### config.mk
export PLATFORM = sky130hd
export DESIGN_NAME = mtep_out_fifo
export DESIGN_NICKNAME = d
export VERILOG_FILES = /design/src/hdl/mtep_pkg.sv /design/src/hdl/mtep_out_fifo.sv
export SDC_FILE = /design/constraint.sdc
export NUM_CORES = 1
export LEC_CHECK = 0
export ABC_AREA = 1
export CORE_UTILIZATION = 36
export DETAILED_ROUTE_END_ITERATION = 12
export DONT_BUFFER_PORTS = 1
export GPL_TIMING_DRIVEN = 0
export MAX_ROUTING_LAYER = met4
export REMOVE_ABC_BUFFERS = 1
export SYNTH_ARGS = -nofsm -noshare
export SYNTH_HDL_FRONTEND = slang
export SYNTH_SLANG_ARGS = --single-unit
### constraint.sdc
create_clock -name clk_i -period 15.3 [get_ports clk_i]
set_input_delay 3.06 -clock clk_i [delete_from_list [all_inputs] [get_ports clk_i]]
set_output_delay 3.06 -clock clk_i [all_outputs]
set_load 0.01 [all_outputs]
### src/hdl/mtep_pkg.sv
// Shared types, codes and constants of the MIDI track event parser.
package mtep_pkg;

  localparam int NOTE_AW = 11;
  localparam logic [NOTE_AW-1:0] NOTE_LAST = '1;

  // Parse phases.
  localparam logic [3:0] PH_DELTA  = 4'd0;
  localparam logic [3:0] PH_STATUS = 4'd1;
  localparam logic [3:0] PH_DATA1  = 4'd2;
  localparam logic [3:0] PH_DATA2  = 4'd3;
  localparam logic [3:0] PH_MTYPE  = 4'd4;
  localparam logic [3:0] PH_MLEN   = 4'd5;
  localparam logic [3:0] PH_MBODY  = 4'd6;
  localparam logic [3:0] PH_SLEN   = 4'd7;
  localparam logic [3:0] PH_SBODY  = 4'd8;

  // Result kinds.
  localparam logic [2:0] K_NOTE  = 3'd0;
  localparam logic [2:0] K_CC    = 3'd1;
  localparam logic [2:0] K_TEMPO = 3'd2;
  localparam logic [2:0] K_TSIG  = 3'd3;
  localparam logic [2:0] K_END   = 3'd4;
  localparam logic [2:0] K_DRAIN = 3'd5;
  localparam logic [2:0] K_ERR   = 3'd6;

  // Error codes.
  localparam logic [1:0] ERR_NO_STATUS = 2'd0;
  localparam logic [1:0] ERR_UNKNOWN   = 2'd1;
  localparam logic [1:0] ERR_CUT       = 2'd2;

  // Status and meta bytes.
  localparam logic [7:0] ST_SYSEX    = 8'hF0;
  localparam logic [7:0] ST_SYSEX_CT = 8'hF7;
  localparam logic [7:0] ST_META     = 8'hFF;
  localparam logic [3:0] TY_NOTE_OFF = 4'h8;
  localparam logic [3:0] TY_NOTE_ON  = 4'h9;
  localparam logic [3:0] TY_CTRL     = 4'hB;
  localparam logic [3:0] TY_PROG     = 4'hC;
  localparam logic [3:0] TY_PRESS    = 4'hD;
  localparam logic [7:0] META_TEMPO  = 8'h51;
  localparam logic [7:0] META_TSIG   = 8'h58;
  localparam logic [7:0] META_EOT    = 8'h2F;

  typedef enum logic [1:0] {
    MOP_NONE,
    MOP_ON,
    MOP_OFF
  } mem_op_e;

  typedef struct packed {
    logic       action;
    logic [7:0] data_byte;
    logic       last_in_track;
  } in_req_t;

  typedef struct packed {
    logic [2:0]  kind;
    logic [3:0]  channel;
    logic [6:0]  key;
    logic [6:0]  level;
    logic [31:0] start_tick;
    logic [31:0] duration_ticks;
    logic [23:0] tempo_us;
    logic [7:0]  sig_numerator;
    logic [7:0]  sig_denominator_log;
    logic [1:0]  error_code;
    logic        last_of_run;
  } out_req_t;

  typedef struct packed {
    logic        valid;
    logic [6:0]  vel;
    logic [31:0] start;
  } note_ent_t;

  typedef struct packed {
    mem_op_e           op;
    logic [NOTE_AW-1:0] idx;
    logic [6:0]        vel;
    logic [31:0]       start;
  } note_cmd_t;

  typedef struct packed {
    logic [7:0]  running_status;
    logic [7:0]  current_status;
    logic [3:0]  phase;
    logic [31:0] vlq_acc;
    logic [2:0]  vlq_cnt;
    logic [7:0]  meta_type;
    logic [31:0] bytes_rem;
    logic [23:0] payload;
    logic [7:0]  first_data;
    logic        err;
    logic        skip;
  } pars_state_t;

  localparam pars_state_t PARS_RESET = '0;

  function automatic out_req_t mk_res(logic [2:0] kind, logic [31:0] start);
    out_req_t r;
    r = '0;
    r.kind = kind;
    r.start_tick = start;
    return r;
  endfunction

endpackage

### src/hdl/mtep_out_fifo.sv
// Four-entry result queue that takes up to two results per cycle.
module mtep_out_fifo import mtep_pkg::*; (
  input  logic     clk_i,
  input  logic     rst_ni,
  input  logic     push_a_i,
  input  out_req_t data_a_i,
  input  logic     push_b_i,
  input  out_req_t data_b_i,
  output logic     valid_o,
  input  logic     stall_i,
  output out_req_t data_o,
  output logic [2:0] count_o
);

  out_req_t   ent_q [4];
  logic [1:0] wr_q, wr_d, rd_q, rd_d;
  logic [2:0] cnt_q, cnt_d;
  logic [1:0] npush;
  logic       pop;

  assign valid_o = (cnt_q != 3'd0);
  assign data_o  = ent_q[rd_q];
  assign count_o = cnt_q;
  assign pop     = valid_o && !stall_i;
  assign npush   = {1'b0, push_a_i} + {1'b0, push_b_i};
  assign wr_d    = wr_q + npush;
  assign rd_d    = rd_q + {1'b0, pop};
  assign cnt_d   = cnt_q + {1'b0, npush} - {2'b00, pop};

  // The second result of a cycle only comes with a first one.
  always_ff @(posedge clk_i) begin
    if (push_a_i) begin
      ent_q[wr_q] <= data_a_i;
    end
    if (push_b_i) begin
      ent_q[wr_q + 2'd1] <= data_b_i;
    end
  end

  always_ff @(posedge clk_i or negedge rst_ni) begin
    if (!rst_ni) begin
      wr_q  <= '0;
      rd_q  <= '0;
      cnt_q <= '0;
    end else begin
      wr_q  <= wr_d;
      rd_q  <= rd_d;
      cnt_q <= cnt_d;
    end
  end

endmodule

* Word level (Yosys, flattened, before mapping)
Memories as Yosys holds them, arrays and structs flattened. Cells that the tools add are included.
Storage, ports and cells: register bits 7, RAM bits 512, logic and storage cells 17, memories 1
Cells by class: $add $sub $neg 6, multiplexer cells 4, reductions and logical operators 3
Memory list:
- ent_q | words 4, bits a word 128, rd ports 1, clocked after memory_dff 0, wr ports 2, RTL line mtep_out_fifo.sv:15 | out_req_t ent_q [4];
Operators with widths (number):
- 1-bit 2-to-1 mux | 4
- 3-bit by 2-bit adder with 3-bit output | 1
- 3-bit nonzero test | 1
- 3-bit by 1-bit subtractor with 3-bit output | 1
- 1-bit by 1-bit adder with 2-bit output | 1
- 2-bit by 1-bit adder with 2-bit output | 1
- 2-bit by 1-bit adder with 2-bit output (second input constant) | 1
- 2-bit adder | 1
- 1-bit logical AND | 1
- 1-bit zero test | 1

* Longest topological paths before layout
word-level depth 3, depth in mapped cells 10

* Worst setup path before layout
OpenSTA, ideal clock, no wires.
kind in2reg, start point input port push_a_i, end point memory ent_q[3][0] (netlist name) (enable), setup time 0.803 ns, data arrival time 12.471 ns, slack 2.026 ns, stages on the path 2, path buffers 0, path through inv_1 -> o31ai_1
RTL lines:
- from (decl) | RTL line mtep_out_fifo.sv:5 | input logic push_a_i,
- to (decl) | RTL line mtep_out_fifo.sv:15

==> results.json <==
{
  "outcome": "finished clean",
  "relSlewSlack_pct": 19.0,
  "setup_tns_ps": 0,
  "sw_frac_of_total_pct": 39.0,
  "clock_sinks": 519,
  "post-cts-setup-buffer-count": 0,
  "cts_root_buffer": "clkbuf_16",
  "p_switching_mw": 2.33,
  "synth_ff_type": "edfxtp_1",
  "rows": 96,
  "powerDensity_nw_per_um2": 210,
  "async_flop_share_pct": 1.35,
  "drc": 0,
  "synthDominantCellAreaShare_pct": 61.3,
  "max_clock_freq_mhz": 159,
  "totalWireLength_um": 68100,
  "num_io_pins": 393,
  "clockBufferDepth": 3,
  "ctsHoldBuffers": 0,
  "drt_iter0_markers": 1493,
  "crit_path_start_kind": "flop",
  "place_inst": 3473,
  "p_leak_nw": 10.8,
  "grt_max_degree": 137,
  "synthToLayoutAreaGrowth_pct": 13.2,
  "clock_skew_ps": 11.2,
  "first_pass_iters": 5,
  "die-area_sq_um": 70700,
  "synth.most_common_cell": "o21ai_0",
  "hold_viol": 0,
  "cts_resized": 0,
  "ant_nets": 0,
  "min_period_ps": 6300,
  "p_seq_share_pct": 39.5,
  "ys_top_cells_by_count": "643 x o21ai_0, 526 x nand2_1, 512 x edfxtp_1",
  "worst_pin_slew_ps": 1200,
  "via_per_inst": 5.29,
  "path_cells": "buf_16 > inv_8 > buf_16 > o21ai_0 > o21ai_0",
  "synth_cell_types": 23,
  "place.gp.congestion": 0.776,
  "clk_latency_ps": 600,
  "critPathCaptureType": "output port",
  "clk_pin_slew_ps": 60,
  "grt_pass1_vias": 17977,
  "track_usage_pct": 19.2,
  "period_share_pct": 41.2,
  "syn_inst": 2681,
  "vias": 18914,
  "ctsHtreeMaxLevel": 2,
  "arrival_ps": 3240,
  "clkPwrFrac_pct": 22.2,
  "core_sq_um": 68700,
  "peakVddDrop_uv": 171,
  "fp.dieW_um": 266,
  "drive_gt1_share_pct": 5.53,
  "place_hpwl_um": 43600,
  "cp_max_fo": 136,
  "cp_slowest_cell": "dfrtp_4",
  "yosysSeqAreaShare_pct": 62.0,
  "antenna_found_initial": 1,
  "setup_viol": 0,
  "synth-warning-count": 0,
  "internal_power_mw": 3.64,
  "grt_remaining_overflow": 0,
  "grt_first_pass_wirelength_um": 102000,
  "wl_per_cell_um": 19.1,
  "synth_edf_count": 512,
  "rsz0062_at_grt": "no",
  "power_frac_comb_pct": 38.2,
  "cts_buffers": 58,
  "synth_seq_cells": 519,
  "slew_violations": 0,
  "crit_required_ps": 12240,
  "min_path_type": "flop to flop",
  "yosys-top-cells-area": "edfxtp_1 61%, o21ai_0 13%, nand2_1 7.9%",
  "fin_cells": 3574,
  "start_util_pct": 36.5,
  "die_h_um": 266,
  "critPathMaxStageDelay_ps": 600,
  "drv_cap": 0,
  "path_class": "flop to output port",
  "synth_top_area_cell": "edfxtp_1",
  "io_buffers": 0,
  "finalNetCount": 2868,
  "avgSynthCellArea_sq_um": 9.35,
  "syn_area_sq_um": 25100,
  "cts_tree": "built"
}
-- per-layer routing --
layer  wire length, um  global-route usage [%]  up-vias  part of all wire [%]
li1                  -                       -     9084                     -
met1             26700                    22.8     8983                    39
met2             33200                    31.5      718                    49
met3              6480                    5.49      129                   9.5
met4              1760                    5.86        0                   2.6
met5                 0                       -        -                     0
-- sequential cells by signal, indices dropped and copies added (netlist names) --
name	count
rd_q	2
count_o	3
wr_q	2
ent_q	512
-- worst max-delay path: cells and delay by family, from the launching register on --
kind	cells	cell delay (ps)
AO/OA/AOI/OAI	2	700
flip-flops	1	600
buffers and inverters	3	1170
-- metrics by stage --
step | cell area (sq um) | setup slack, ps | hold WS [ps] | power [mW] | utilization, %
2_1_floorplan | 24200 | -6090 | 442 | 4.04 | -
3_3_place_gp | 25300 | -38890 | 463 | 5.21 | 36.9
3_5_place_dp | 26600 | 9490 | 581 | 4.70 | 38.7
4_1_cts | 28400 | 8820 | 595 | 6.03 | 41.3
5_1_grt | 28400 | 8710 | 615 | 6.32 | 41.3
6_report | 28400 | 9000 | 593 | 5.96 | 41.3
-- worst paths after layout --
check                           startpoint      endpoint  slack, ps  depth (start not counted)
worst min register to register     rd_q[1]       rd_q[1]        590                          2
max in group asynchronous           rst_ni       rd_q[0]      13070                          0
worst max register to register     wr_q[0]  ent_q[3][21]      11960                          8
worst max-delay path               rd_q[0]    data_o[42]       9000                          5
worst min-delay path               rd_q[1]       rd_q[1]        590                          2
min in group asynchronous           rst_ni       wr_q[1]       2150                          0
-- cells by family (layout without fill, tap and decap cells) --
kind of cell | after synthesis | count (layout) | synth area share [%]
adder cells (fa/ha/maj) | 5 | 5 | 0.279
buffers and inverters | 336 | 297 | 5.77
flip-flops | 519 | 519 | 62.0
AO/OA/AOI/OAI | 900 | 900 | 18.0
AND/OR/NAND/NOR | 919 | 919 | 13.9
XOR/XNOR | 2 | 2 | 0.0699
other | 0 | 1 | 0
-- layout make-up --
class,instances,area [sq um]
Antenna cell,1,2.50
Clock buffer,77,1590
Clock inverter,23,191
Fill cell,6580,40300
Inverter,139,537
Multi-Input combinational cell,1826,8170
Sequential cell,519,15600
Tap cell,931,1160
Timing Repair Buffer,58,1190
-- cells in the final DEF, fill, tap and decap left out, types with 3 or more instances in the layout --
| master | netlist | routed |
|---|---|---|
| nor2_1 | 385 | 385 |
| o21ai_1 | 253 | 253 |
| clkinv_1 | 0 | 9 |
| inv_1 | 136 | 135 |
| buf_8 | 0 | 32 |
| clkbuf_16 | 0 | 61 |
| clkinv_2 | 0 | 7 |
| buf_16 | 0 | 25 |
| edfxtp_1 | 512 | 512 |
| nand2_1 | 526 | 526 |
| dfrtp_1 | 7 | 6 |
| o21ai_0 | 643 | 643 |
| o31ai_4 | 0 | 4 |
| ha_1 | 4 | 4 |
| nand3_4 | 0 | 4 |
| bufinv_16 | 0 | 3 |
| clkbuf_1 | 63 | 16 |
-- power groups by stage --
stage / Sequential, mW / Clock, mW / Combinational, mW
final: 2.36 / 1.32 / 2.28
after floorplan: 2.62 / 0 / 1.42
after global placement: 3.05 / 0 / 2.16
after CTS: 2.36 / 1.36 / 2.32
after global routing: 2.40 / 1.40 / 2.52
after detailed placement: 2.39 / 0 / 2.31
Power figures use the tool's default switching activity.
