**config.mk**
```make
export PLATFORM = sky130hd
export DESIGN_NAME = mtep_parser
export DESIGN_NICKNAME = d
export VERILOG_FILES = /design/src/hdl/mtep_pkg.sv /design/src/hdl/mtep_parser.sv
export SDC_FILE = /design/constraint.sdc
export NUM_CORES = 1
export LEC_CHECK = 0
export ABC_AREA = 1
export BUFFER_PORTS_ARGS = -buffer_cell sky130_fd_sc_hd__buf_4
export CORE_AREA = 5 5 244 246
export DETAILED_ROUTE_END_ITERATION = 16
export DIE_AREA = 0 0 249 251
export SLEW_MARGIN = 25
export SYNTH_ARGS = -nofsm -noshare
export SYNTH_HDL_FRONTEND = slang
export SYNTH_SLANG_ARGS = --single-unit
```
**constraint.sdc**
```tcl
create_clock -name vclk -period 18.93
set_input_delay 5.679 -clock vclk [all_inputs]
set_output_delay 5.679 -clock vclk [all_outputs]
set_load 0.005 [all_outputs]
```
**src/hdl/mtep_pkg.sv**
```systemverilog
// Shared types, codes and constants of the MIDI track event parser.
package mtep_pkg;

  localparam int NOTE_AW = 11;
  localparam logic [NOTE_AW-1:0] NOTE_LAST = '1;

  // Parse phases.
  localparam logic [3:0] PH_DELTA  = 4'd0;
  localparam logic [3:0] PH_STATUS = 4'd1;
  localparam logic [3:0] PH_DATA1  = 4'd2;
  localparam logic [3:0] PH_DATA2  = 4'd3;
  localparam logic [3:0] PH_MTYPE  = 4'd4;
  localparam logic [3:0] PH_MLEN   = 4'd5;
  localparam logic [3:0] PH_MBODY  = 4'd6;
  localparam logic [3:0] PH_SLEN   = 4'd7;
  localparam logic [3:0] PH_SBODY  = 4'd8;

  // Result kinds.
  localparam logic [2:0] K_NOTE  = 3'd0;
  localparam logic [2:0] K_CC    = 3'd1;
  localparam logic [2:0] K_TEMPO = 3'd2;
  localparam logic [2:0] K_TSIG  = 3'd3;
  localparam logic [2:0] K_END   = 3'd4;
  localparam logic [2:0] K_DRAIN = 3'd5;
  localparam logic [2:0] K_ERR   = 3'd6;

  // Error codes.
  localparam logic [1:0] ERR_NO_STATUS = 2'd0;
  localparam logic [1:0] ERR_UNKNOWN   = 2'd1;
  localparam logic [1:0] ERR_CUT       = 2'd2;

  // Status and meta bytes.
  localparam logic [7:0] ST_SYSEX    = 8'hF0;
  localparam logic [7:0] ST_SYSEX_CT = 8'hF7;
  localparam logic [7:0] ST_META     = 8'hFF;
  localparam logic [3:0] TY_NOTE_OFF = 4'h8;
  localparam logic [3:0] TY_NOTE_ON  = 4'h9;
  localparam logic [3:0] TY_CTRL     = 4'hB;
  localparam logic [3:0] TY_PROG     = 4'hC;
  localparam logic [3:0] TY_PRESS    = 4'hD;
  localparam logic [7:0] META_TEMPO  = 8'h51;
  localparam logic [7:0] META_TSIG   = 8'h58;
  localparam logic [7:0] META_EOT    = 8'h2F;

  typedef enum logic [1:0] {
    MOP_NONE,
    MOP_ON,
    MOP_OFF
  } mem_op_e;

  typedef struct packed {
    logic       action;
    logic [7:0] data_byte;
    logic       last_in_track;
  } in_req_t;

  typedef struct packed {
    logic [2:0]  kind;
    logic [3:0]  channel;
    logic [6:0]  key;
    logic [6:0]  level;
    logic [31:0] start_tick;
    logic [31:0] duration_ticks;
    logic [23:0] tempo_us;
    logic [7:0]  sig_numerator;
    logic [7:0]  sig_denominator_log;
    logic [1:0]  error_code;
    logic        last_of_run;
  } out_req_t;

  typedef struct packed {
    logic        valid;
    logic [6:0]  vel;
    logic [31:0] start;
  } note_ent_t;

  typedef struct packed {
    mem_op_e           op;
    logic [NOTE_AW-1:0] idx;
    logic [6:0]        vel;
    logic [31:0]       start;
  } note_cmd_t;

  typedef struct packed {
    logic [7:0]  running_status;
    logic [7:0]  current_status;
    logic [3:0]  phase;
    logic [31:0] vlq_acc;
    logic [2:0]  vlq_cnt;
    logic [7:0]  meta_type;
    logic [31:0] bytes_rem;
    logic [23:0] payload;
    logic [7:0]  first_data;
    logic        err;
    logic        skip;
  } pars_state_t;

  localparam pars_state_t PARS_RESET = '0;

  function automatic out_req_t mk_res(logic [2:0] kind, logic [31:0] start);
    out_req_t r;
    r = '0;
    r.kind = kind;
    r.start_tick = start;
    return r;
  endfunction

endpackage

```
**src/hdl/mtep_parser.sv**
```systemverilog
// Byte decoder: next parse state, tick count, results and table command.
module mtep_parser import mtep_pkg::*; #(
  parameter int VLQ_MAX_BYTES = 4,
  parameter int TICK_BITS     = 32
) (
  input  pars_state_t          state_i,
  input  logic [TICK_BITS-1:0] tick_i,
  input  logic [7:0]           byte_i,
  input  logic                 last_i,
  output pars_state_t          state_o,
  output logic [TICK_BITS-1:0] tick_o,
  output out_req_t             res0_o,
  output logic                 res0_valid_o,
  output out_req_t             res1_o,
  output logic                 res1_valid_o,
  output note_cmd_t            cmd_o,
  output logic                 track_end_o
);

  localparam int SUMW = (TICK_BITS > 32) ? TICK_BITS : 32;

  function automatic logic [TICK_BITS-1:0] tadd(logic [TICK_BITS-1:0] a, logic [31:0] b);
    logic [SUMW-1:0] sm;
    sm = SUMW'(a) + SUMW'(b);
    return sm[TICK_BITS-1:0];
  endfunction

  pars_state_t          s;
  logic [TICK_BITS-1:0] t;
  logic [31:0]          acc_n;
  logic [2:0]           cnt_n;
  logic                 vdone;
  logic                 carried;
  logic                 do_d1, do_d2, do_meta;
  out_req_t             fres, eres, tres;
  logic                 fv, ev, tv;
  note_cmd_t            cmd;
  logic [6:0]           v;

  always_comb begin
    s       = state_i;
    t       = tick_i;
    fres    = '0;
    eres    = '0;
    tres    = '0;
    fv      = 1'b0;
    ev      = 1'b0;
    tv      = 1'b0;
    do_d1   = 1'b0;
    do_d2   = 1'b0;
    do_meta = 1'b0;
    cmd     = '0;
    cmd.op  = MOP_NONE;
    carried = !byte_i[7];
    v       = byte_i[6:0];
    acc_n   = {state_i.vlq_acc[24:0], byte_i[6:0]};
    cnt_n   = state_i.vlq_cnt + 3'd1;
    vdone   = !byte_i[7] || (cnt_n >= 3'(VLQ_MAX_BYTES));

    if (!s.err && !s.skip) begin
      case (s.phase)
        PH_DELTA: begin
          s.vlq_acc = acc_n;
          s.vlq_cnt = cnt_n;
          if (vdone) begin
            t = tadd(t, acc_n);
            s.phase = PH_STATUS;
          end
        end
        PH_STATUS: begin
          if (carried && s.running_status == 8'h00) begin
            fres = mk_res(K_ERR, 32'(t));
            fres.error_code = ERR_NO_STATUS;
            fv = 1'b1;
            s.err = 1'b1;
          end else begin
            s.current_status = carried ? s.running_status : byte_i;
            if (!carried && byte_i < ST_SYSEX) begin
              s.running_status = byte_i;
            end
            if (s.current_status == ST_META) begin
              s.phase = PH_MTYPE;
            end else if (s.current_status == ST_SYSEX || s.current_status == ST_SYSEX_CT) begin
              s.vlq_acc = '0;
              s.vlq_cnt = '0;
              s.phase = PH_SLEN;
            end else if (s.current_status >= ST_SYSEX) begin
              fres = mk_res(K_ERR, 32'(t));
              fres.error_code = ERR_UNKNOWN;
              fv = 1'b1;
              s.err = 1'b1;
            end else begin
              s.phase = PH_DATA1;
              do_d1 = carried;
            end
          end
        end
        PH_DATA1: do_d1 = 1'b1;
        PH_DATA2: do_d2 = 1'b1;
        PH_MTYPE: begin
          s.meta_type = byte_i;
          s.vlq_acc = '0;
          s.vlq_cnt = '0;
          s.phase = PH_MLEN;
        end
        PH_MLEN: begin
          s.vlq_acc = acc_n;
          s.vlq_cnt = cnt_n;
          if (vdone) begin
            s.bytes_rem = acc_n;
            s.payload = '0;
            if (acc_n == 32'd0) begin
              do_meta = 1'b1;
            end else begin
              s.phase = PH_MBODY;
            end
          end
        end
        PH_MBODY: begin
          // Only the first three payload bytes are kept.
          if ((s.vlq_acc - s.bytes_rem) < 32'd3) begin
            s.payload = {s.payload[15:0], byte_i};
          end
          s.bytes_rem = s.bytes_rem - 32'd1;
          if (s.bytes_rem == 32'd0) begin
            do_meta = 1'b1;
          end
        end
        PH_SLEN: begin
          s.vlq_acc = acc_n;
          s.vlq_cnt = cnt_n;
          if (vdone) begin
            s.bytes_rem = acc_n;
            if (acc_n == 32'd0) begin
              s.phase = PH_DELTA;
              s.vlq_acc = '0;
              s.vlq_cnt = '0;
            end else begin
              s.phase = PH_SBODY;
            end
          end
        end
        PH_SBODY: begin
          s.bytes_rem = s.bytes_rem - 32'd1;
          if (s.bytes_rem == 32'd0) begin
            s.phase = PH_DELTA;
            s.vlq_acc = '0;
            s.vlq_cnt = '0;
          end
        end
        default: begin
          s.phase = PH_DELTA;
          s.vlq_acc = '0;
          s.vlq_cnt = '0;
        end
      endcase

      if (do_d1) begin
        s.first_data = byte_i;
        if (s.current_status[7:4] == TY_PROG || s.current_status[7:4] == TY_PRESS) begin
          s.phase = PH_DATA1;
          s.phase = PH_DELTA;
          s.vlq_acc = '0;
          s.vlq_cnt = '0;
        end else begin
          s.phase = PH_DATA2;
        end
      end

      if (do_d2) begin
        cmd.idx = {s.current_status[3:0], s.first_data[6:0]};
        cmd.vel = v;
        cmd.start = 32'(t);
        if (s.current_status[7:4] == TY_NOTE_OFF ||
            (s.current_status[7:4] == TY_NOTE_ON && v == 7'd0)) begin
          cmd.op = MOP_OFF;
        end else if (s.current_status[7:4] == TY_NOTE_ON) begin
          cmd.op = MOP_ON;
        end else if (s.current_status[7:4] == TY_CTRL) begin
          fres = mk_res(K_CC, 32'(t));
          fres.channel = s.current_status[3:0];
          fres.key = s.first_data[6:0];
          fres.level = v;
          fv = 1'b1;
        end
        s.phase = PH_DELTA;
        s.vlq_acc = '0;
        s.vlq_cnt = '0;
      end

      if (do_meta) begin
        if (s.meta_type == META_TEMPO && s.vlq_acc == 32'd3 && s.payload != 24'd0) begin
          fres = mk_res(K_TEMPO, 32'(t));
          fres.tempo_us = s.payload;
          fv = 1'b1;
        end else if (s.meta_type == META_TSIG && s.vlq_acc == 32'd4) begin
          fres = mk_res(K_TSIG, 32'(t));
          fres.sig_numerator = s.payload[23:16];
          fres.sig_denominator_log = s.payload[15:8];
          fv = 1'b1;
        end else if (s.meta_type == META_EOT) begin
          s.skip = 1'b1;
        end
        s.phase = PH_DELTA;
        s.vlq_acc = '0;
        s.vlq_cnt = '0;
      end
    end

    if (last_i) begin
      if (!s.err && !s.skip) begin
        if (s.phase != PH_DELTA) begin
          eres = mk_res(K_ERR, 32'(t));
          eres.error_code = ERR_CUT;
          ev = 1'b1;
          s.err = 1'b1;
        end else if (s.vlq_cnt != 3'd0) begin
          // A delta time cut short still counts.
          t = tadd(t, s.vlq_acc);
        end
      end
      tres = mk_res(K_END, 32'(t));
      tres.duration_ticks = 32'(t);
      tv = 1'b1;
    end
  end

  always_comb begin
    res0_o = fv ? fres : (ev ? eres : tres);
    res0_valid_o = fv || ev || tv;
    res1_o = tres;
    res1_valid_o = (fv || ev) && tv;
    res0_o.last_of_run = !res1_valid_o;
    res1_o.last_of_run = 1'b1;
  end

  assign state_o     = s;
  assign tick_o      = t;
  assign cmd_o       = cmd;
  assign track_end_o = last_i;

endmodule

```
* Word level (Yosys, flattened, before mapping) *
Index checks and enable logic that the tools add are counted.

word-level totals
  logic and storage cells = 167
  flip-flop bits (word level) = 0
  input bits = 170
  output and inout bits = 472

operators by class
  mux-type cells = 106
  reductions and logical operators = 31
  $lt $le $gt $ge = 4
  add/sub/neg operators = 5
  eq/ne operators = 21

operator list
  kind                   number
  $mux 128               19
  $pmux 39 s7            1
  $mux 32                8
  $mux 39                6
  $mux 35                4
  $mux 129               1
  $mux 52                2
  $pmux 32 s3            1
  $add 32x32->32         2
  $logic_not 32->1       2
  $mux 56                1
  $mux 55                1
  $mux 24                2
  $pmux 24 s2            1
  $mux 1                 41
  $mux 8                 5
  $eq 32x2->1 const B    1
  $eq 32x3->1 const B    1
  $lt 32x2->1 const B    1
  $mux 16                2
  $sub 32x1->32 const B  1
  $sub 32x32->32         1
  $mux 4                 7
  $eq 4x4->1 const B     6
  23 further kinds       50

* Logic depth before layout (Yosys ltp) *
  depth after elaboration = 27
  depth in mapped cells = 40

* Least setup slack after synthesis *
No wires, ideal clock.

  path type = input -> output
  start = input port state_i[35] (netlist bit)
  end = output port res0_o[71] (netlist bit)
  stages = 36
  arrival = 10.547 ns
  setup slack = 2.704 ns
  required time = 13.251 ns
  cell sequence = inv_1 -> ha_1 -> nand3_1 -> inv_2 -> nand2_2 -> nor2_1 -> nand2_1 -> nand2_1 -> nor2_1 -> nand2_1 -> nor2_1 -> nand4_1 -> nand2_1 -> nor2_1 -> inv_1 -> clkbuf_1 -> o22ai_1 -> ha_1 -> inv_1 -> fa_1 -> o21ai_1 -> nand2_1 -> o211ai_1 -> a21boi_1 -> o21ai_0 -> a21boi_0 -> o21ai_1 -> nand3_1 -> nand2_1 -> a21boi_0 -> o21ai_0 -> xor2_1 -> o21ai_1 -> nor2_2 -> inv_2 -> nor2_1

RTL lines
  what         line               text
  from (decl)  mtep_parser.sv:6   input pars_state_t state_i,
  to (decl)    mtep_parser.sv:12  output out_req_t res0_o,

* Worst setup path after layout *
  start = input port state_i[35] (netlist bit)
  end = output port tick_o[28]

on the way
  longest elaborated chain between the ends = 18
  elaborated cells between the ends (all ways) = 36

RTL lines
  what                                                                    line                                    text
  $sub 32x1->32                                                           mtep_parser.sv:124, mtep_parser.sv:144
  $logic_not 32->1                                                        mtep_parser.sv:125, mtep_parser.sv:145
  $mux 39                                                                 mtep_parser.sv:145                      if (s.bytes_rem == 32'd0) begin
  $pmux 39 s7                                                             mtep_parser.sv:61                       case (s.phase)
  $mux 35                                                                 mtep_parser.sv:160                      if (s.current_status[7:4] == TY_PROG || s.current_status[7:4] == TY_PRESS) begin
  $mux 39                                                                 mtep_parser.sv:158                      if (do_d1) begin
  $mux 39                                                                 mtep_parser.sv:170                      if (do_d2) begin
  $mux 39                                                                 mtep_parser.sv:60                       if (!s.err && !s.skip) begin
  $eq 32x3->1 / $eq 32x2->1 (equally long branches)                       mtep_parser.sv:196, mtep_parser.sv:192
  $logic_and 1x1->1 (on tied branches)                                    mtep_parser.sv:196, mtep_parser.sv:192
  $mux 1 / $logic_and 1x1->1 (equally long branches)                      mtep_parser.sv:196, mtep_parser.sv:192
  $mux 1                                                                  mtep_parser.sv:192                      if (s.meta_type == META_TEMPO && s.vlq_acc == 32'd3 && s.payload != 24'd0) begin
  $mux 1                                                                  mtep_parser.sv:191                      if (do_meta) begin
  $mux 129 (*)                                                            mtep_parser.sv:60
  parallel branches: the longest is 2 deep, another holds $add 32x32->32  n/a
  $mux 32 (*)                                                             mtep_parser.sv:211                      if (!s.err && !s.skip) begin
  $mux 32 (*)                                                             mtep_parser.sv:210                      if (last_i) begin
  to (decl)                                                               mtep_parser.sv:11                       output logic [TICK_BITS-1:0] tick_o,

Mark *: on every way between the ends. The select of a mux whose other input is x is not followed.

==> flow_metrics.tcl <==
set metrics [dict create \
    dieArea_um2 62500 \
    vdd_drop_max_mv 0.0128 \
    power.density_nw_per_um2 28.5 \
    worst_slew_pin_slew_ns 1.05 \
    syn_to_final_growth_pct 24.3 \
    slowest_stage "inv_1" \
    yosysTopAreaCell "nand2_1" \
    drv_cap 0 \
    vias 26800 \
    numSequentialCells 0 \
    drtPass1Iterations 7 \
    rows 88 \
    antenna_found_initial 3 \
    start_util 0.318 \
    coreArea_um2 57100 \
    grt_pass1_vias 24000 \
    grt_util_all_layers 0.322 \
    cts_setup_buffers 0 \
    synthTopCellsByArea "nand2_1 (25%), inv_1 (10%), nor2_1 (8.4%), nand3_1 (7.0%), o21ai_0 (6.7%)" \
    grt_overflow 0 \
    die_w_um 249 \
    cts-hold-fix-buffers 0 \
    ant_nets 0 \
    drt-initial-drc-count 3673 \
    ys_types 61 \
    final.setup.tns_ns 0 \
    crit_fanout 31 \
    critical_path.top_delay_family "compound AO/OA/AOI/OAI gates" \
    post_cts_resized 0 \
    path_buf_inv 7 \
    slowest_delay_ns 0.54 \
    hold_path.class "input pin to output pin" \
    fmax_ghz 0.0544 \
    ios 642 \
    seq_area_um2 0 \
    totalPowerFinal_uw 644 \
    vias_per_cell 5.48 \
    p_leak_uw 0.0126 \
    netlist_instances 3687 \
    clock_buffers 0 \
    gp_congestion 1.06 \
    detail_route.wl_per_cell_um 22.5 \
    whs_ns 11.65 \
    grt_pass1_wl_um 157000 \
    maxSlewViolCount 0 \
    drc_errors 0 \
    syn_area_per_cell_um2 4.93 \
    worstSetupEndpointType "output pin" \
    critPathKind "input pin to output pin" \
    hold_violations 0 \
    yosysSeqAreaShare 0 \
    synth_top_cell_area_share 0.249 \
    finalCritPeriodShare 0.971 \
    rsz0062_at_grt "false" \
    synth_area_um2 18200 \
    grt_max_degree 183 \
    die_h_um 251 \
    slew_headroom 0.292 \
    finalWirelength_um 110000 \
    setup_violations 0 \
    dpl.hpwl_um 91200 \
    drive_gt1_frac 0.187 \
    period_needed_ns 18.38 \
    status "finished clean" \
    layout.nets 4390 \
    cp.required_ns 13.25 \
    cp.arrival_ns 12.70 \
    io_buffer_count 579 \
    start_kind "input pin" \
    yosys_warnings 0 \
]
## layer usage
metal | vias to the layer above | routed length, um | global-route usage
met1 | 12100 | 44500 | 0.429
met2 | 1730 | 46700 | 0.505
met3 | 275 | 13000 | 0.0811
met5 | - | 16 | 0
met4 | 2 | 5510 | 0.120
li1 | 12700 | - | -
## final timing paths
path	start	endpoint	slack (ns)	cells past startpoint
worst min-delay path	state_i[4]	state_o[4]	11.65	4
worst max-delay path	state_i[35]	tick_o[28]	0.55	37
## layout make-up
cell class                 instances  area (um^2)
timing repair buffer             616         4640
antenna                            2         5.00
multi-input combinational       2970        15000
inverter                         533         2000
fill                            6539        34600
tap                              765          957
## kinds of logic after synthesis
| kind of cell | count (synthesis) | share of synthesized area |
|---|---|---|
| other | 2 | 0.000414 |
| xor gates and xnor gates | 63 | 0.0304 |
| and+or+nand+nor | 2123 | 0.504 |
| muxes | 1 | 0.000551 |
| AOI/OAI and AO/OA | 621 | 0.207 |
| buffers and inverters | 778 | 0.189 |
| adders and majority gates | 99 | 0.0694 |
## worst min-delay path, stage by stage
cell	delay (ns)
buf_4	0.08
nand2_1	0.04
o21ai_0	0.06
buf_4	0.11
## through the flow
stage	instance area [um^2]	setup slack, ns	std cells	utilization
after global placement	22600	1.14	4884	0.395
after global routing	22600	0.133	4886	0.395
after floorplan	18400	2.70	3748	-
after detailed placement	22600	0.842	4884	0.395
after CTS	22600	0.824	4884	0.395
final	22600	0.551	4886	0.395
## cells in the final DEF (no fill, tap or decap), types with 8 or more instances in the layout
cell         n
inv_2       29
o21a_1      11
nand3_1    253
inv_1      492
or2_2       12
a21boi_0     9
nor2_2      31
buf_4      615
conb_1      63
o211ai_2    26
nor4_1      15
nand2_1   1206
nand2_2     15
nor2_1     402
a21oi_1    122
nor3_1      26
xor2_1      46
a22oi_1     12
nand4_1    107
o32ai_1     23
xnor2_1     17
o21ai_0    244
o21ai_1     27
clkinv_1    12
o41ai_1      8
a21o_1       8
nor2_4      16
ha_1        96
and2_1      10
o211ai_1    20
o22ai_1     83
## power by group
group,switching (uW),internal (uW)
sequential,0,0
combinational,419,225
clock,0,0.0000142
total,419,225
## cells in the mapped netlist, types with 28 or more instances
library cell	number
nand2_1	1206
inv_1	493
nor2_1	406
nand3_1	253
o21ai_0	244
a21oi_1	122
buf_4	113
nand4_1	107
ha_1	96
o22ai_1	83
clkbuf_1	80
xor2_1	46
buf_2	32
inv_2	28
nor2_2	28
No activity file was read; power rests on OpenSTA's default activity.
